[src/rtl/core/sbc_pkg.sv]
// ----------------------------------------------------------------------------
// sbc_pkg: shared types and constants of the sprite blitter
// Register layout, reset values and the configuration bundle that the
// register block hands to the datapath.
// ----------------------------------------------------------------------------
`default_nettype none

package sbc_pkg;

  localparam int unsigned CfgIdxBits  = 8;
  localparam int unsigned CfgDataBits = 16;

  localparam int unsigned PosBits  = 11;  // signed sprite position
  localparam int unsigned SizeBits = 10;  // sprite and surface sizes
  localparam int unsigned PixBits  = 8;

  localparam logic [CfgIdxBits-1:0] RegSpriteX      = 8'd0;
  localparam logic [CfgIdxBits-1:0] RegSpriteY      = 8'd1;
  localparam logic [CfgIdxBits-1:0] RegSpriteWidth  = 8'd2;
  localparam logic [CfgIdxBits-1:0] RegSpriteHeight = 8'd3;
  localparam logic [CfgIdxBits-1:0] RegSurfaceWidth = 8'd4;
  localparam logic [CfgIdxBits-1:0] RegSurfaceHeight = 8'd5;
  localparam logic [CfgIdxBits-1:0] RegKeyColour    = 8'd6;
  localparam logic [CfgIdxBits-1:0] RegMirror       = 8'd7;

  localparam logic [SizeBits-1:0] SpriteSizeReset   = 10'd1;
  localparam logic [SizeBits-1:0] SurfaceWidthReset = 10'd640;
  localparam logic [SizeBits-1:0] SurfaceHeightReset = 10'd480;
  localparam logic [PixBits-1:0]  KeyColourReset    = 8'd255;

  typedef struct packed {
    logic [PosBits-1:0]  sprite_x;
    logic [PosBits-1:0]  sprite_y;
    logic [SizeBits-1:0] sprite_width;
    logic [SizeBits-1:0] sprite_height;
    logic [SizeBits-1:0] surface_width;
    logic [SizeBits-1:0] surface_height;
    logic [PixBits-1:0]  key_colour;
    logic                mirror;
  } cfg_t;

  // A sprite size of zero behaves as one.
  function automatic logic [SizeBits-1:0] eff_size(input logic [SizeBits-1:0] sz);
    eff_size = (sz == '0) ? SizeBits'(1) : sz;
  endfunction

endpackage

`default_nettype wire

[src/rtl/core/sbc_cfg_regs.sv]
// ----------------------------------------------------------------------------
// sbc_cfg_regs: configuration register file
// Takes register writes from the configuration channel; unknown indices are
// dropped and data is cut to the register width.
// ----------------------------------------------------------------------------
`default_nettype none

module sbc_cfg_regs
  import sbc_pkg::*;
(
  input  wire logic                   clk_i,
  input  wire logic                   rst_ni,
  input  wire logic                   cfg_valid_i,
  output logic                        cfg_ready_o,
  input  wire logic [CfgIdxBits-1:0]  cfg_index_i,
  input  wire logic [CfgDataBits-1:0] cfg_data_i,
  output cfg_t                        cfg_o
);

  cfg_t cfg_q, cfg_d;

  assign cfg_ready_o = 1'b1;

  always_comb begin
    cfg_d = cfg_q;
    if (cfg_valid_i) begin
      case (cfg_index_i)
        RegSpriteX:       cfg_d.sprite_x       = cfg_data_i[PosBits-1:0];
        RegSpriteY:       cfg_d.sprite_y       = cfg_data_i[PosBits-1:0];
        RegSpriteWidth:   cfg_d.sprite_width   = cfg_data_i[SizeBits-1:0];
        RegSpriteHeight:  cfg_d.sprite_height  = cfg_data_i[SizeBits-1:0];
        RegSurfaceWidth:  cfg_d.surface_width  = cfg_data_i[SizeBits-1:0];
        RegSurfaceHeight: cfg_d.surface_height = cfg_data_i[SizeBits-1:0];
        RegKeyColour:     cfg_d.key_colour     = cfg_data_i[PixBits-1:0];
        RegMirror:        cfg_d.mirror         = cfg_data_i[0];
        default:          cfg_d = cfg_q;
      endcase
    end
  end

  always_ff @(posedge clk_i or negedge rst_ni) begin
    if (!rst_ni) begin
      cfg_q.sprite_x       <= '0;
      cfg_q.sprite_y       <= '0;
      cfg_q.sprite_width   <= SpriteSizeReset;
      cfg_q.sprite_height  <= SpriteSizeReset;
      cfg_q.surface_width  <= SurfaceWidthReset;
      cfg_q.surface_height <= SurfaceHeightReset;
      cfg_q.key_colour     <= KeyColourReset;
      cfg_q.mirror         <= 1'b0;
    end else begin
      cfg_q <= cfg_d;
    end
  end

  assign cfg_o = cfg_q;

endmodule

`default_nettype wire

[src/rtl/core/sbc_pos_cnt.sv]
// ----------------------------------------------------------------------------
// sbc_pos_cnt: column and row counters with the input register
// Tags each accepted pixel with its column, row and end-of-sprite flag and
// holds it until the result stage takes it.
// ----------------------------------------------------------------------------
`default_nettype none

module sbc_pos_cnt
  import sbc_pkg::*;
#(
  parameter int unsigned COORD_BITS = 10
) (
  input  wire logic                  clk_i,
  input  wire logic                  rst_ni,
  input  wire cfg_t                  cfg_i,
  input  wire logic                  s_tvalid_i,
  output logic                       s_tready_o,
  input  wire logic [PixBits-1:0]    pixel_i,
  input  wire logic                  take_i,
  output logic                       vld_o,
  output logic [PixBits-1:0]         pixel_o,
  output logic [COORD_BITS-1:0]      col_o,
  output logic [COORD_BITS-1:0]      row_o,
  output logic                       last_o
);

  localparam int unsigned MW = (COORD_BITS > SizeBits) ? COORD_BITS : SizeBits;

  logic [COORD_BITS-1:0] col_cnt_q, col_cnt_d;
  logic [COORD_BITS-1:0] row_cnt_q, row_cnt_d;
  logic                  vld_q, vld_d;
  logic [PixBits-1:0]    pixel_q;
  logic [COORD_BITS-1:0] col_q, row_q;
  logic                  last_q;
  logic                  accept;
  logic [SizeBits-1:0]   w_m1, h_m1;
  logic                  row_end, sprite_end;

  assign s_tready_o = !vld_q || take_i;
  assign accept     = s_tvalid_i && s_tready_o;

  assign w_m1 = eff_size(cfg_i.sprite_width) - SizeBits'(1);
  assign h_m1 = eff_size(cfg_i.sprite_height) - SizeBits'(1);

  // Counters already past a shrunk size wrap at once, hence >= and not ==.
  assign row_end    = MW'(col_cnt_q) >= MW'(w_m1);
  assign sprite_end = row_end && (MW'(row_cnt_q) >= MW'(h_m1));

  always_comb begin
    col_cnt_d = col_cnt_q;
    row_cnt_d = row_cnt_q;
    if (accept) begin
      if (sprite_end) begin
        col_cnt_d = '0;
        row_cnt_d = '0;
      end else if (row_end) begin
        col_cnt_d = '0;
        row_cnt_d = row_cnt_q + COORD_BITS'(1);
      end else begin
        col_cnt_d = col_cnt_q + COORD_BITS'(1);
      end
    end
  end

  always_comb begin
    vld_d = vld_q;
    if (accept) begin
      vld_d = 1'b1;
    end else if (take_i) begin
      vld_d = 1'b0;
    end
  end

  always_ff @(posedge clk_i or negedge rst_ni) begin
    if (!rst_ni) begin
      col_cnt_q <= '0;
      row_cnt_q <= '0;
      vld_q     <= 1'b0;
    end else begin
      col_cnt_q <= col_cnt_d;
      row_cnt_q <= row_cnt_d;
      vld_q     <= vld_d;
    end
  end

  always_ff @(posedge clk_i) begin
    if (accept) begin
      pixel_q <= pixel_i;
      col_q   <= col_cnt_q;
      row_q   <= row_cnt_q;
      last_q  <= sprite_end;
    end
  end

  assign vld_o   = vld_q;
  assign pixel_o = pixel_q;
  assign col_o   = col_q;
  assign row_o   = row_q;
  assign last_o  = last_q;

endmodule

`default_nettype wire

[src/rtl/core/sbc_clip_out.sv]
// ----------------------------------------------------------------------------
// sbc_clip_out: destination coordinate, clipping and result register
// Forms the destination pixel position, clips it against the surface, applies
// the colour key and registers the result for the output channel.
// ----------------------------------------------------------------------------
`default_nettype none

module sbc_clip_out
  import sbc_pkg::*;
#(
  parameter int unsigned COORD_BITS = 10
) (
  input  wire logic                  clk_i,
  input  wire logic                  rst_ni,
  input  wire cfg_t                  cfg_i,
  input  wire logic                  vld_i,
  output logic                       take_o,
  input  wire logic [PixBits-1:0]    pixel_i,
  input  wire logic [COORD_BITS-1:0] col_i,
  input  wire logic [COORD_BITS-1:0] row_i,
  input  wire logic                  last_i,
  output logic                       m_tvalid_o,
  input  wire logic                  m_tready_i,
  output logic                       write_o,
  output logic [SizeBits-1:0]        dest_x_o,
  output logic [SizeBits-1:0]        dest_y_o,
  output logic [PixBits-1:0]         colour_o,
  output logic                       last_o
);

  // Wide enough for the sprite position plus any column offset, with a sign.
  localparam int unsigned WB = ((COORD_BITS > SizeBits) ? COORD_BITS : SizeBits) + 3;

  logic [WB-1:0]       sx, sy, col_w, row_w, w_w, off, dx, dy;
  logic                vis_x, vis_y, wr;
  logic                out_vld_q, out_vld_d, out_rdy, load;
  logic                write_q, last_q;
  logic [SizeBits-1:0] dest_x_q, dest_y_q;
  logic [PixBits-1:0]  colour_q;

  assign sx    = {{(WB-PosBits){cfg_i.sprite_x[PosBits-1]}}, cfg_i.sprite_x};
  assign sy    = {{(WB-PosBits){cfg_i.sprite_y[PosBits-1]}}, cfg_i.sprite_y};
  assign col_w = {{(WB-COORD_BITS){1'b0}}, col_i};
  assign row_w = {{(WB-COORD_BITS){1'b0}}, row_i};
  assign w_w   = {{(WB-SizeBits){1'b0}}, eff_size(cfg_i.sprite_width)};

  // Mirrored columns run from the right edge; a column past a shrunk width
  // lands left of the sprite and is clipped like any other.
  assign off = cfg_i.mirror ? (w_w - WB'(1) - col_w) : col_w;
  assign dx  = sx + off;
  assign dy  = sy + row_w;

  assign vis_x = !dx[WB-1] && (dx < {{(WB-SizeBits){1'b0}}, cfg_i.surface_width});
  assign vis_y = !dy[WB-1] && (dy < {{(WB-SizeBits){1'b0}}, cfg_i.surface_height});
  assign wr    = vis_x && vis_y && (pixel_i != cfg_i.key_colour);

  assign out_rdy = !out_vld_q || m_tready_i;
  assign take_o  = out_rdy;
  assign load    = out_rdy && vld_i;

  assign out_vld_d = out_rdy ? vld_i : out_vld_q;

  always_ff @(posedge clk_i or negedge rst_ni) begin
    if (!rst_ni) begin
      out_vld_q <= 1'b0;
    end else begin
      out_vld_q <= out_vld_d;
    end
  end

  always_ff @(posedge clk_i) begin
    if (load) begin
      write_q  <= wr;
      dest_x_q <= wr ? dx[SizeBits-1:0] : '0;
      dest_y_q <= wr ? dy[SizeBits-1:0] : '0;
      colour_q <= pixel_i;
      last_q   <= last_i;
    end
  end

  assign m_tvalid_o = out_vld_q;
  assign write_o    = write_q;
  assign dest_x_o   = dest_x_q;
  assign dest_y_o   = dest_y_q;
  assign colour_o   = colour_q;
  assign last_o     = last_q;

endmodule

`default_nettype wire

[src/rtl/core/sprite_blit_clip_colorkey_mirror_core.sv]
// ----------------------------------------------------------------------------
// sprite_blit_clip_colorkey_mirror_core: colour-key sprite blitter
// Streams sprite pixels in, emits one clipped, keyed pixel write per pixel.
//
// Usage: configure position, sizes, surface bounds, key colour and mirror
// through the configuration channel while the block is idle; writes are
// always taken (cfg_ready_o is tied high). Sprite pixels then arrive in
// row-major order on the s_axis group, one 8-bit pixel per transfer. Each
// input transfer yields exactly one output transfer on the m_axis group:
// tuser says whether the pixel is written, tdata carries the destination
// column and row (zero when not written) and the colour, and tlast marks
// the final pixel of the sprite, after which the counters start again.
// An input transfer reaches its matching output transfer through the input
// register and then the result register. Throughput is one pixel per cycle
// while the receiver does not stall. When the receiver stalls the result
// register holds, the input register takes one more pixel only if it is
// empty, and s_axis_tready drops as soon as the input register is full.
// Reset clears the counters and both register stages and loads the register
// defaults (surface 640 by 480, key colour 255, sprite size one).
// ----------------------------------------------------------------------------
`default_nettype none

module sprite_blit_clip_colorkey_mirror_core
  import sbc_pkg::*;
#(
  parameter int unsigned COORD_BITS = 10
) (
  input  wire logic                   clk_i,
  input  wire logic                   rst_ni,
  // Configuration write channel.
  input  wire logic                   cfg_valid_i,
  output logic                        cfg_ready_o,
  input  wire logic [CfgIdxBits-1:0]  cfg_index_i,
  input  wire logic [CfgDataBits-1:0] cfg_data_i,
  // Pixel input stream.
  input  wire logic                   s_axis_tvalid,
  output logic                        s_axis_tready,
  input  wire logic [7:0]             s_axis_tdata,   // [7:0] pixel
  // Pixel write stream.
  output logic                        m_axis_tvalid,
  input  wire logic                   m_axis_tready,
  output logic [31:0]                 m_axis_tdata,   // [9:0] dest_x, [19:10] dest_y,
                                                      // [27:20] colour, [31:28] zero
  output logic                        m_axis_tuser,   // [0] write
  output logic                        m_axis_tlast
);

  cfg_t                  cfg;
  logic                  stg_vld, stg_take, stg_last;
  logic [PixBits-1:0]    stg_pixel;
  logic [COORD_BITS-1:0] stg_col, stg_row;
  logic [SizeBits-1:0]   dest_x, dest_y;
  logic [PixBits-1:0]    colour;

  sbc_cfg_regs u_cfg_regs (
    .clk_i       (clk_i),
    .rst_ni      (rst_ni),
    .cfg_valid_i (cfg_valid_i),
    .cfg_ready_o (cfg_ready_o),
    .cfg_index_i (cfg_index_i),
    .cfg_data_i  (cfg_data_i),
    .cfg_o       (cfg)
  );

  sbc_pos_cnt #(
    .COORD_BITS (COORD_BITS)
  ) u_pos_cnt (
    .clk_i      (clk_i),
    .rst_ni     (rst_ni),
    .cfg_i      (cfg),
    .s_tvalid_i (s_axis_tvalid),
    .s_tready_o (s_axis_tready),
    .pixel_i    (s_axis_tdata),
    .take_i     (stg_take),
    .vld_o      (stg_vld),
    .pixel_o    (stg_pixel),
    .col_o      (stg_col),
    .row_o      (stg_row),
    .last_o     (stg_last)
  );

  sbc_clip_out #(
    .COORD_BITS (COORD_BITS)
  ) u_clip_out (
    .clk_i      (clk_i),
    .rst_ni     (rst_ni),
    .cfg_i      (cfg),
    .vld_i      (stg_vld),
    .take_o     (stg_take),
    .pixel_i    (stg_pixel),
    .col_i      (stg_col),
    .row_i      (stg_row),
    .last_i     (stg_last),
    .m_tvalid_o (m_axis_tvalid),
    .m_tready_i (m_axis_tready),
    .write_o    (m_axis_tuser),
    .dest_x_o   (dest_x),
    .dest_y_o   (dest_y),
    .colour_o   (colour),
    .last_o     (m_axis_tlast)
  );

  assign m_axis_tdata = {4'b0000, colour, dest_y, dest_x};

  // A suppressed write never carries a coordinate.
  a_no_coord_without_write: assert property (@(posedge clk_i) disable iff (!rst_ni)
    (m_axis_tvalid && !m_axis_tuser) |-> (m_axis_tdata[19:0] == 20'd0))
    else $error("coordinate present on a suppressed write");

  // A result only appears after the input register held an item.
  a_result_from_stage: assert property (@(posedge clk_i) disable iff (!rst_ni)
    $rose(m_axis_tvalid) |-> $past(stg_vld))
    else $error("result without a staged pixel");

  // With both stages full and the receiver stalled, no input is taken.
  a_full_backpressure: assert property (@(posedge clk_i) disable iff (!rst_ni)
    (m_axis_tvalid && !m_axis_tready && stg_vld) |-> !s_axis_tready)
    else $error("input accepted while pipeline is full");

endmodule

`default_nettype wire
[config.mk]
export PLATFORM = sky130hd
export DESIGN_NAME = sprite_blit_clip_colorkey_mirror_core
export DESIGN_NICKNAME = d
export VERILOG_FILES = /design/src/rtl/core/sbc_pkg.sv /design/src/rtl/core/sbc_cfg_regs.sv /design/src/rtl/core/sbc_pos_cnt.sv /design/src/rtl/core/sbc_clip_out.sv /design/src/rtl/core/sprite_blit_clip_colorkey_mirror_core.sv
export SDC_FILE = /design/constraint.sdc
export NUM_CORES = 1
export LEC_CHECK = 0
export BUFFER_PORTS_ARGS = -buffer_cell sky130_fd_sc_hd__clkbuf_2
export CORE_MARGIN = 1.5
export CORE_UTILIZATION = 55
export DETAILED_ROUTE_END_ITERATION = 8
export GPL_TIMING_DRIVEN = 0
export PLACE_DENSITY = 0.74
export SYNTH_ARGS = -nofsm -noshare
export SYNTH_HDL_FRONTEND = slang
export SYNTH_SLANG_ARGS = --single-unit
[constraint.sdc]
create_clock -name clk_i -period 6.7 [get_ports clk_i]
set_clock_uncertainty 0.15 [all_clocks]
set_input_delay 0 -clock clk_i [delete_from_list [all_inputs] [get_ports clk_i]]
set_output_delay 0 -clock clk_i [all_outputs]
set_load 0.02 [all_outputs]
==> impl_metrics.ini, run 1 <==
[placement]
hpwl_um = 13300
place_ws_ns = 0.0305
place_congestion = 0.858
port_buffers = 62
dp_cells = 1066

[global_route]
antenna_found_initial = 0
grt-ovfl-total = 0
grt_use_total = 0.239
grt.met3_usage = 0.0492
grt_pass1_wl_um = 30500
grt_pass1_vias = 6105
use_met1 = 0.312
grt_max_degree = 64
busiest_layer = met2
met2_usage = 0.391

[drt]
drc = 0
drtAntennaViolNets = 0
drtIter0Drc = 256
drtPass1Iterations = 4
drt_wl_total_um = 19000
viasPerCell = 5.54
drt-wirelength-per-cell_um = 16.8
vias = 6284

[sta]
drv_slew = 0
setup_violations = 0
fmaxAchievable_mhz = 154
min_period_ns = 6.47
fin_ws_ns = 0.227
hold_viol = 0
whs_ns = 0.0244
fin_crit_sh = 0.966
max_slew_margin = 0.485
worstMarginPinSlew_ns = 0.773

[finish]
drive_gt1_frac = 0.252
instances_no_fill = 1134
diodes = 0
fill_cells = 1165
final_nets = 1019
syn2layout_area_growth_pct = 18.3

[power_and_ir_drop]
ir_worst_vdd_uv = 201
power_mw = 2.85
power_density_nw_per_um2 = 271
power_leakage_nw = 4.67

[synth]
synth_ff_type = dfrtp_1
synth_compound_area_frac = 0.112
synthXorXnorAreaFrac = 0.0431
synth-edff-count = 59
yosys.area_share.simple = 0.138
ys_seq_area_frac = 0.464
synth-warning-count = 0
yosysMostFrequentCell = dfrtp_1
syn_avg_cell_area_um2 = 11.3
synth_top_area_frac = 0.217
synthCells = 784
synth_area_leaders = dfrtp_1 (22%), edfxtp_1 (20%), ha_1 (10%)
synth_seq_cells = 152
synth_fa_ha_area_frac = 0.111
ys_types = 67
yosysTopAreaCell = dfrtp_1
synthMuxAreaShare = 0.0897
syn_area_um2 = 8880
async_flop_share = 0.612
synth_top_family_by_area = simple AND/OR/NAND/NOR gates
synthTopCellsByCount = dfrtp_1 (77), ha_1 (74), inv_1 (67), mux2_2 (61), edfxtp_1 (59)

[cts]
cts_root_buf = clkbuf_16
cts_buffer_depth = 2
clk_latency_ns = 0.43
cts.clk_slew.worst_paths_ns = 0.07
cts_max_level = 4
clock-sinks = 152
cts_tree = built
numCtsBuffers = 17

[floorplanning]
num_rows = 46
die_h_um = 130
dieArea_um2 = 16900
core_area_um2 = 15800
start_util = 0.561
die_w_um = 130
ios = 74

[setup_path]
crit_top_cell = ha_1
required_ns = 6.82
critPathSlowestCell = or4_1
start_kind = register
critical_path_peak_fanout = 5
endpoint_kind = register
crit_type = reg -> reg
arrival_ns = 6.59
slowest_delay_ns = 0.54

[status]
status = finished clean

[hold_path]
hp-class = in -> async

[flow_run]
maxCapViolCount = 0
[area by class of cell]
type | count | area [µm²] | area share
Inverter | 68 | 255 | 0.0243
Multi-Input combinational cell | 547 | 4470 | 0.425
Timing Repair Buffer | 99 | 706 | 0.0671
Buffer | 20 | 128 | 0.0121
Tap cell | 216 | 270 | 0.0257
Clock inverter | 15 | 145 | 0.0138
Clock buffer | 17 | 425 | 0.0405
Sequential cell | 152 | 4120 | 0.392
[power by group]
part | switching, mW | leakage, nW | internal [mW]
combinational | 0.426 | 2.63 | 0.323
sequential | 0.0868 | 1.77 | 1.09
clock | 0.411 | 0.270 | 0.519
[layer usage]
metal / wire length, µm / up-vias
li1: - / 3110
met1: 8920 / 3016
met2: 8890 / 120
met3: 650 / 38
met4: 572 / 0
met5: 0 / -
[worst paths after layout]
check	startpoint	endpoint	slack (ns)	cells past startpoint
min in group clk_i	s_axis_tdata[6]	u_pos_cnt.pixel_o[6]$_DFFE_PP_	0.13	2
worst max-delay path	u_cfg_regs.cfg_o[44]$_DFFE_PN0P_	u_clip_out.dest_y_o[5]$_SDFFCE_PN0P_	0.23	28
worst max register to register	u_cfg_regs.cfg_o[44]$_DFFE_PN0P_	u_clip_out.dest_y_o[5]$_SDFFCE_PN0P_	0.23	28
worst min-delay path	rst_ni	u_cfg_regs.cfg_o[39]$_DFFE_PN1P_	0.02	2
worst min register to register	u_pos_cnt.last_o$_DFFE_PP_	u_clip_out.last_o$_DFFE_PP_	0.29	0
max in group asynchronous	rst_ni	u_cfg_regs.cfg_o[1]$_DFFE_PN1P_	5.98	3
[through the flow]
step	util	TNS (ns)	area, µm²
final	0.664	0	10500
after global routing	0.664	-0.864	10500
after CTS	0.656	0	10400
after detailed placement	0.601	0	9510
after global placement	0.599	0	9480
after floorplan	-	0	8900
[flip-flops by register name, summed over array words and instances, names as in the netlist, 8 cells and up]
| signal | cells |
|---|---|
| u_pos_cnt.row_cnt_q | 10 |
| u_pos_cnt.pixel_o | 8 |
| u_clip_out.dest_y_o | 10 |
| u_cfg_regs.cfg_o | 71 |
| u_pos_cnt.col_o | 10 |
| u_clip_out.dest_x_o | 10 |
| u_pos_cnt.col_cnt_q | 10 |
| u_pos_cnt.row_o | 10 |
| u_clip_out.colour_o | 8 |
[critical path: cells and delay by family (launching register included)]
family | cells | cell delay, ns
adders and majority gates | 4 | 1.16
xor gates and xnor gates | 3 | 0.49
and+or+nand+nor | 8 | 1.73
muxes | 1 | 0.19
buffers and inverters | 4 | 0.56
DFF | 1 | 0.41
AOI/OAI and AO/OA | 8 | 1.59
[layout by cell type, fill, tap and decap left out, drive strengths merged, types with 16 or more instances in the layout]
cell and count:
ha 74, nor4b 19, dlygate4sd3 29, buf 20
inv 73, o21ai 43, dfstp 16, mux2 69
dfrtp 77, nor2 40, xnor2 27, clkbuf 87
nor3 18, nand2 40, edfxtp 59, a21oi 34
[cells by family after synthesis]
kind of cell    after synthesis
flops                       152
xor+xnor                     42
mux                          71
other cells                   2
buf+inv                      88
fa+ha+maj                    77
simple gates                203
compound gates              149
[what timing repair did]
item,CTS,global route
buffers inserted,0,4
endpoints found under the setup margin,0,21
resized for setup,0,21
hold endpoints to repair,161,0
hold buffers,30,0
Note: power is estimated with default switching activity, not from simulation.
==> inputs of run 2 (changes only) <==
--- a/config.mk
+++ b/config.mk
@@ -10,7 +10,8 @@
 export CORE_UTILIZATION = 55
 export DETAILED_ROUTE_END_ITERATION = 8
 export GPL_TIMING_DRIVEN = 0
-export PLACE_DENSITY = 0.74
+export PLACE_DENSITY = 0.77
 export SYNTH_ARGS = -nofsm -noshare
 export SYNTH_HDL_FRONTEND = slang
+export SYNTH_HIERARCHICAL = 1
 export SYNTH_SLANG_ARGS = --single-unit
==> constraint.sdc (replaced) <==
create_clock -name clk_i -period 5.6 [get_ports clk_i]
set_clock_uncertainty 0.15 [all_clocks]
set_input_delay 0 -clock clk_i [delete_from_list [all_inputs] [get_ports clk_i]]
set_output_delay 0 -clock clk_i [all_outputs]
set_load 0.02 [all_outputs]
==> run 2 against run 1 <==
Non-clock buffer count is 22 higher. The run now ends with negative setup slack left. Highest routed layer unchanged. Sequential share of layout area down 1.7 points. Synthesized cell count rose by 1.5%. Worst hold slack worse by 0.016 ns. Synthesized area decreased by 0.32%. Critical path type unchanged. Routed wire length is 10% higher. Fmax rose by 1.2%. Global-route usage grew 1.1 points. Die area down 0.32%. Clock power increased by 24%. Combinational power rose by 60%.
==> impl_metrics.ini, run 2 <==
[global_route]
grt-ovfl-total = 0
grt_use_total = 0.250
grt_pass1_wl_um = 32100
antenna_found_initial = 0
grt_pass1_vias = 6393
grt_max_degree = 61

[sta]
hold_viol = 0
drv_slew = 0
setup_violations = 21
min_period_ns = 6.40
worstMarginPinSlew_ns = 0.911
whs_ns = 0.00876
max_slew_margin = 0.391
fin_setup_tns_ns = -15.76
fin_ws_ns = -0.798
rsz0062_at_grt = yes
fin_crit_sh = 1.14
fmaxAchievable_mhz = 156

[synth]
yosysMostFrequentCell = dfrtp_1
synth-edff-count = 59
ys_seq_area_frac = 0.465
syn_avg_cell_area_um2 = 11.1
synth_seq_cells = 152
yosysTopAreaCell = dfrtp_1
synth_ff_type = dfrtp_1
ys_types = 70
synth_area_leaders = dfrtp_1 (22%), edfxtp_1 (20%), ha_1 (11%)
syn_area_um2 = 8860
synthTopCellsByCount = dfrtp_1 (77), ha_1 (75), mux2_2 (72), nor2_1 (61), edfxtp_1 (59)
synthCells = 796
synth_top_area_frac = 0.218
synth-warning-count = 6
async_flop_share = 0.612

[setup_path]
required_ns = 5.73
startpoint = u_cfg_regs/cfg_o[41]$_DFFE_PN0P_
start_kind = register
critPathBufInv = 2
critical_path_peak_fanout = 5
path_delay_family = simple AND/OR/NAND/NOR gates
crit_type = reg -> reg
arrival_ns = 6.53
rr_startpoint = u_cfg_regs/cfg_o[41]$_DFFE_PN0P_
endpoint_kind = register
critPathSlowestCell = or4_4
slowest_delay_ns = 0.45

[drt]
viasPerCell = 5.71
drt_wl_total_um = 21000
vias = 6727
drt-wirelength-per-cell_um = 17.8
drtAntennaViolNets = 0
drtPass1Iterations = 5
drtIter0Drc = 484
drc = 0

[floorplanning]
die_h_um = 130
ios = 74
num_rows = 46
start_util = 0.560
core_area_um2 = 15800
die_w_um = 130
dieArea_um2 = 16900

[power_and_ir_drop]
power_density_nw_per_um2 = 337
power_leakage_nw = 4.99
power_mw = 3.71
ir_worst_vdd_uv = 230

[placement]
place_congestion = 0.854
port_buffers = 63
place_ws_ns = -1.04
dp_cells = 1079
hpwl_um = 13500
post_dp_cell_area_um2 = 9500

[finish]
final_cell_mix = dfrtp_1 (74), mux2_2 (72), ha_1 (70)
final_util = 0.695
largest_reg_flops = 71
final_cell_area_um2 = 11000
diodes = 0
final_common_cell = dfrtp_1
instances_no_fill = 1178
drive_gt1_frac = 0.320
fill_cells = 1103
final_nets = 1064
syn2layout_area_growth_pct = 24.3

[cts]
clk_latency_ns = 0.43
numCtsBuffers = 17
clock-sinks = 152
cts.clk_slew.worst_paths_ns = 0.06
cts_root_buf = clkbuf_16
cts_max_level = 4
cts_buffer_depth = 2
cts_tree = built

[flow_run]
maxCapViolCount = 0

[status]
violations = negative setup slack
status = complete, but fails checks

[hold_path]
hp-class = in -> async
## run 2: logic make-up after synthesis
| family | count (synthesis) | synth area share |
|---|---|---|
| flip-flops | 152 | 0.465 |
| other | 2 | 0.000848 |
| XOR/XNOR | 48 | 0.0475 |
| AO/OA/AOI/OAI | 147 | 0.111 |
| buffers and inverters | 70 | 0.0336 |
| AND/OR/NAND/NOR | 223 | 0.133 |
| multiplexers | 76 | 0.0961 |
| adder cells (fa/ha/maj) | 78 | 0.113 |
## run 2: worst paths after layout
path                            cells after the start  slack (ns)                                   end
worst max-delay path                               29       -0.80  u_clip_out/dest_x_o[5]$_SDFFCE_PN0P_
worst min-delay path                                2       0.009      u_cfg_regs/cfg_o[39]$_DFFE_PN1P_
worst max register to register                     29       -0.80  u_clip_out/dest_x_o[5]$_SDFFCE_PN0P_
worst min register to register                      0        0.30           u_clip_out/last_o$_DFFE_PP_
max in group asynchronous                           3        4.92      u_cfg_regs/cfg_o[26]$_DFFE_PN1P_
min in group clk_i                                  4        0.02      u_cfg_regs/cfg_o[53]$_DFFE_PN0P_
## run 2: report_power, final
| group | switching, mW | internal [mW] |
|---|---|---|
| combinational | 0.665 | 0.537 |
| clock | 0.470 | 0.678 |
| sequential | 0.0846 | 1.28 |
## run 2: area by class of cell
| class | instances | area, µm² | area share |
|---|---|---|---|
| Buffer | 11 | 76.3 | 0.00693 |
| Clock buffer | 18 | 439 | 0.0399 |
| Clock inverter | 14 | 160 | 0.0145 |
| Inverter | 59 | 221 | 0.0201 |
| Multi-Input combinational cell | 578 | 4760 | 0.432 |
| Sequential cell | 152 | 4120 | 0.375 |
| Tap cell | 216 | 270 | 0.0246 |
| Timing Repair Buffer | 130 | 961 | 0.0873 |
## run 2: what timing repair did
item	in CTS	in global routing
gates resized for setup	26	46
setup endpoints to repair	21	21
setup buffers	24	10
hold endpoints to repair	163	0
hold buffers	30	0
pin swaps	17	23
gates cloned	2	0
## run 2: layer usage
layer  track usage  up-vias  wire length [µm]
li1              -     3202                 -
met1         0.321     3281              9070
met2         0.424      196             10400
met3        0.0426       48               851
met4        0.0980        0               659
met5             0        -                 0
==> inputs of run 3 (changes only) <==
--- a/config.mk
+++ b/config.mk
@@ -11,6 +11,7 @@
 export DETAILED_ROUTE_END_ITERATION = 8
 export GPL_TIMING_DRIVEN = 0
 export PLACE_DENSITY = 0.77
+export RECOVER_POWER = 50
 export SYNTH_ARGS = -nofsm -noshare
 export SYNTH_HDL_FRONTEND = slang
 export SYNTH_HIERARCHICAL = 1
==> run 3 against run 2 <==
The run ends with max-capacitance violations, max-slew violations, negative setup slack left. Utilization is 0.48 points lower. Register-to-register slack is essentially flat. Highest routed layer unchanged. Worst setup slack worse by 0.0035 ns.
==> impl_metrics.ini, run 3 (synthesis results as in run 2) <==
[sta]
fin_ws_ns = -0.801
whs_ns = 0.0126
fin_crit_sh = 1.14
fin_setup_tns_ns = -15.75
setup_violations = 21
fmaxAchievable_mhz = 156
hold_viol = 0
drv_slew = 94
worstMarginPinSlew_ns = 3.28
min_period_ns = 6.40
max_slew_margin = -1.19
rsz0062_at_grt = yes

[setup_path]
required_ns = 5.73
arrival_ns = 6.54
endpoint_kind = register
critPathSlowestCell = or4_4
path_delay_family = simple AND/OR/NAND/NOR gates
slowest_delay_ns = 0.45
critical_path_peak_fanout = 5
worst-path-stages = 29
critPathBufInv = 2
crit_type = reg -> reg
start_kind = register
worst_r2r_path_depth = 29

[placement]
hpwl_um = 13500
place_ws_ns = -1.04
port_buffers = 63
dp_cells = 1079
place_congestion = 0.854
post_dp_cell_area_um2 = 9500

[hold_path]
hp-class = in -> reg
holdPathStages = 4

[cts]
cts_root_buf = clkbuf_16
cts_max_level = 4
numCtsBuffers = 17
clock-sinks = 152
cts.clk_slew.worst_paths_ns = 0.06
clk_latency_ns = 0.43
cts_tree = built
cts_buffer_depth = 2

[finish]
syn2layout_area_growth_pct = 23.4
largest_reg_flops = 71
diodes = 0
final_cell_area_um2 = 10900
final_nets = 1064
final_cell_mix = dfrtp_1 (74), mux2_2 (72), ha_1 (70)
instances_no_fill = 1178
final_common_cell = dfrtp_1
fill_cells = 1130
final_util = 0.691
drive_gt1_frac = 0.290

[floorplanning]
die_w_um = 130
num_rows = 46
die_h_um = 130
core_area_um2 = 15800
dieArea_um2 = 16900
ios = 74
start_util = 0.560

[global_route]
grt-ovfl-total = 0
grt_use_total = 0.250
antenna_found_initial = 0
grt_max_degree = 61
grt_pass1_wl_um = 32100
grt_pass1_vias = 6393

[drt]
routedLengthMet1_um = 9030
drtPass1Iterations = 5
drt-wirelength-per-cell_um = 17.7
met2_length_um = 10400
top_layer_used = met4
drc = 0
drtAntennaViolNets = 0
met3_length_um = 880
drt_wl_total_um = 20900
drtIter0Drc = 484
viasPerCell = 5.69
vias = 6698

[power_and_ir_drop]
ir_worst_vdd_uv = 231
power_density_nw_per_um2 = 339
power_leakage_nw = 4.89
power_mw = 3.70

[status]
status = complete, but fails checks
violations = max-capacitance violations, max-slew violations, negative setup slack

[flow_run]
maxCapViolCount = 2
run 3: changes by cell type in the layout (fill, tap and decap cells not counted):
| cell | previous run | this run |
|---|---|---|
| clkbuf_2 | 62 | 36 |
| clkbuf_4 | 1 | 0 |
| clkbuf_1 | 2 | 31 |
| buf_16 | 2 | 1 |
| buf_12 | 1 | 0 |
run 3: report_power, final:
| group | switching (mW) | internal [mW] |
|---|---|---|
| registers | 0.0850 | 1.28 |
| logic | 0.663 | 0.529 |
| clock network | 0.471 | 0.677 |
run 3: worst reg2reg max path: cells and delay by family (launching register included):
kind / cells / cell delay [ns]
AO/OA/AOI/OAI: 11 / 1.65
adder cells (fa/ha/maj): 4 / 1.15
XOR/XNOR: 2 / 0.30
buffers and inverters: 2 / 0.28
AND/OR/NAND/NOR: 10 / 2.32
flip-flops: 1 / 0.40
run 3: path summary, 6_finish.rpt:
| kind | start | endpoint | slack, ns |
|---|---|---|---|
| max | u_cfg_regs/cfg_o[41]$_DFFE_PN0P_ | u_clip_out/dest_x_o[5]$_SDFFCE_PN0P_ | -0.80 |
| min | cfg_valid_i | u_cfg_regs/cfg_o[53]$_DFFE_PN0P_ | 0.01 |
| max reg2reg | u_cfg_regs/cfg_o[41]$_DFFE_PN0P_ | u_clip_out/dest_x_o[5]$_SDFFCE_PN0P_ | -0.80 |
| min reg2reg | u_pos_cnt/last_o$_DFFE_PP_ | u_clip_out/last_o$_DFFE_PP_ | 0.29 |
| max in group asynchronous | rst_ni | u_cfg_regs/cfg_o[19]$_DFFE_PN0P_ | 2.06 |
| min in group asynchronous | rst_ni | u_cfg_regs/cfg_o[39]$_DFFE_PN1P_ | 0.09 |
run 3: layer usage:
metal | track usage | vias to the layer above
met5 | 0 | -
met4 | 0.0980 | 0
met1 | 0.321 | 3254
met3 | 0.0426 | 45
met2 | 0.424 | 202
li1 | - | 3197
run 3: timing repair:
action | 4_1_cts | 5_1_grt
endpoints found under the setup margin | 21 | 21
gates cloned | 2 | 0
setup buffers | 24 | 10
gates resized for setup | 26 | 46
hold endpoints to repair | 163 | 0
hold buffers | 30 | 0
pin swaps | 17 | 23
run 3: final cells by class:
| type | count | area (µm²) | area share |
|---|---|---|---|
| Buffer | 11 | 76.3 | 0.00698 |
| Clock buffer | 18 | 439 | 0.0402 |
| Clock inverter | 14 | 160 | 0.0147 |
| Inverter | 59 | 221 | 0.0203 |
| Multi-Input combinational cell | 578 | 4760 | 0.435 |
| Sequential cell | 152 | 4120 | 0.377 |
| Tap cell | 216 | 270 | 0.0247 |
| Timing Repair Buffer | 130 | 885 | 0.0809 |
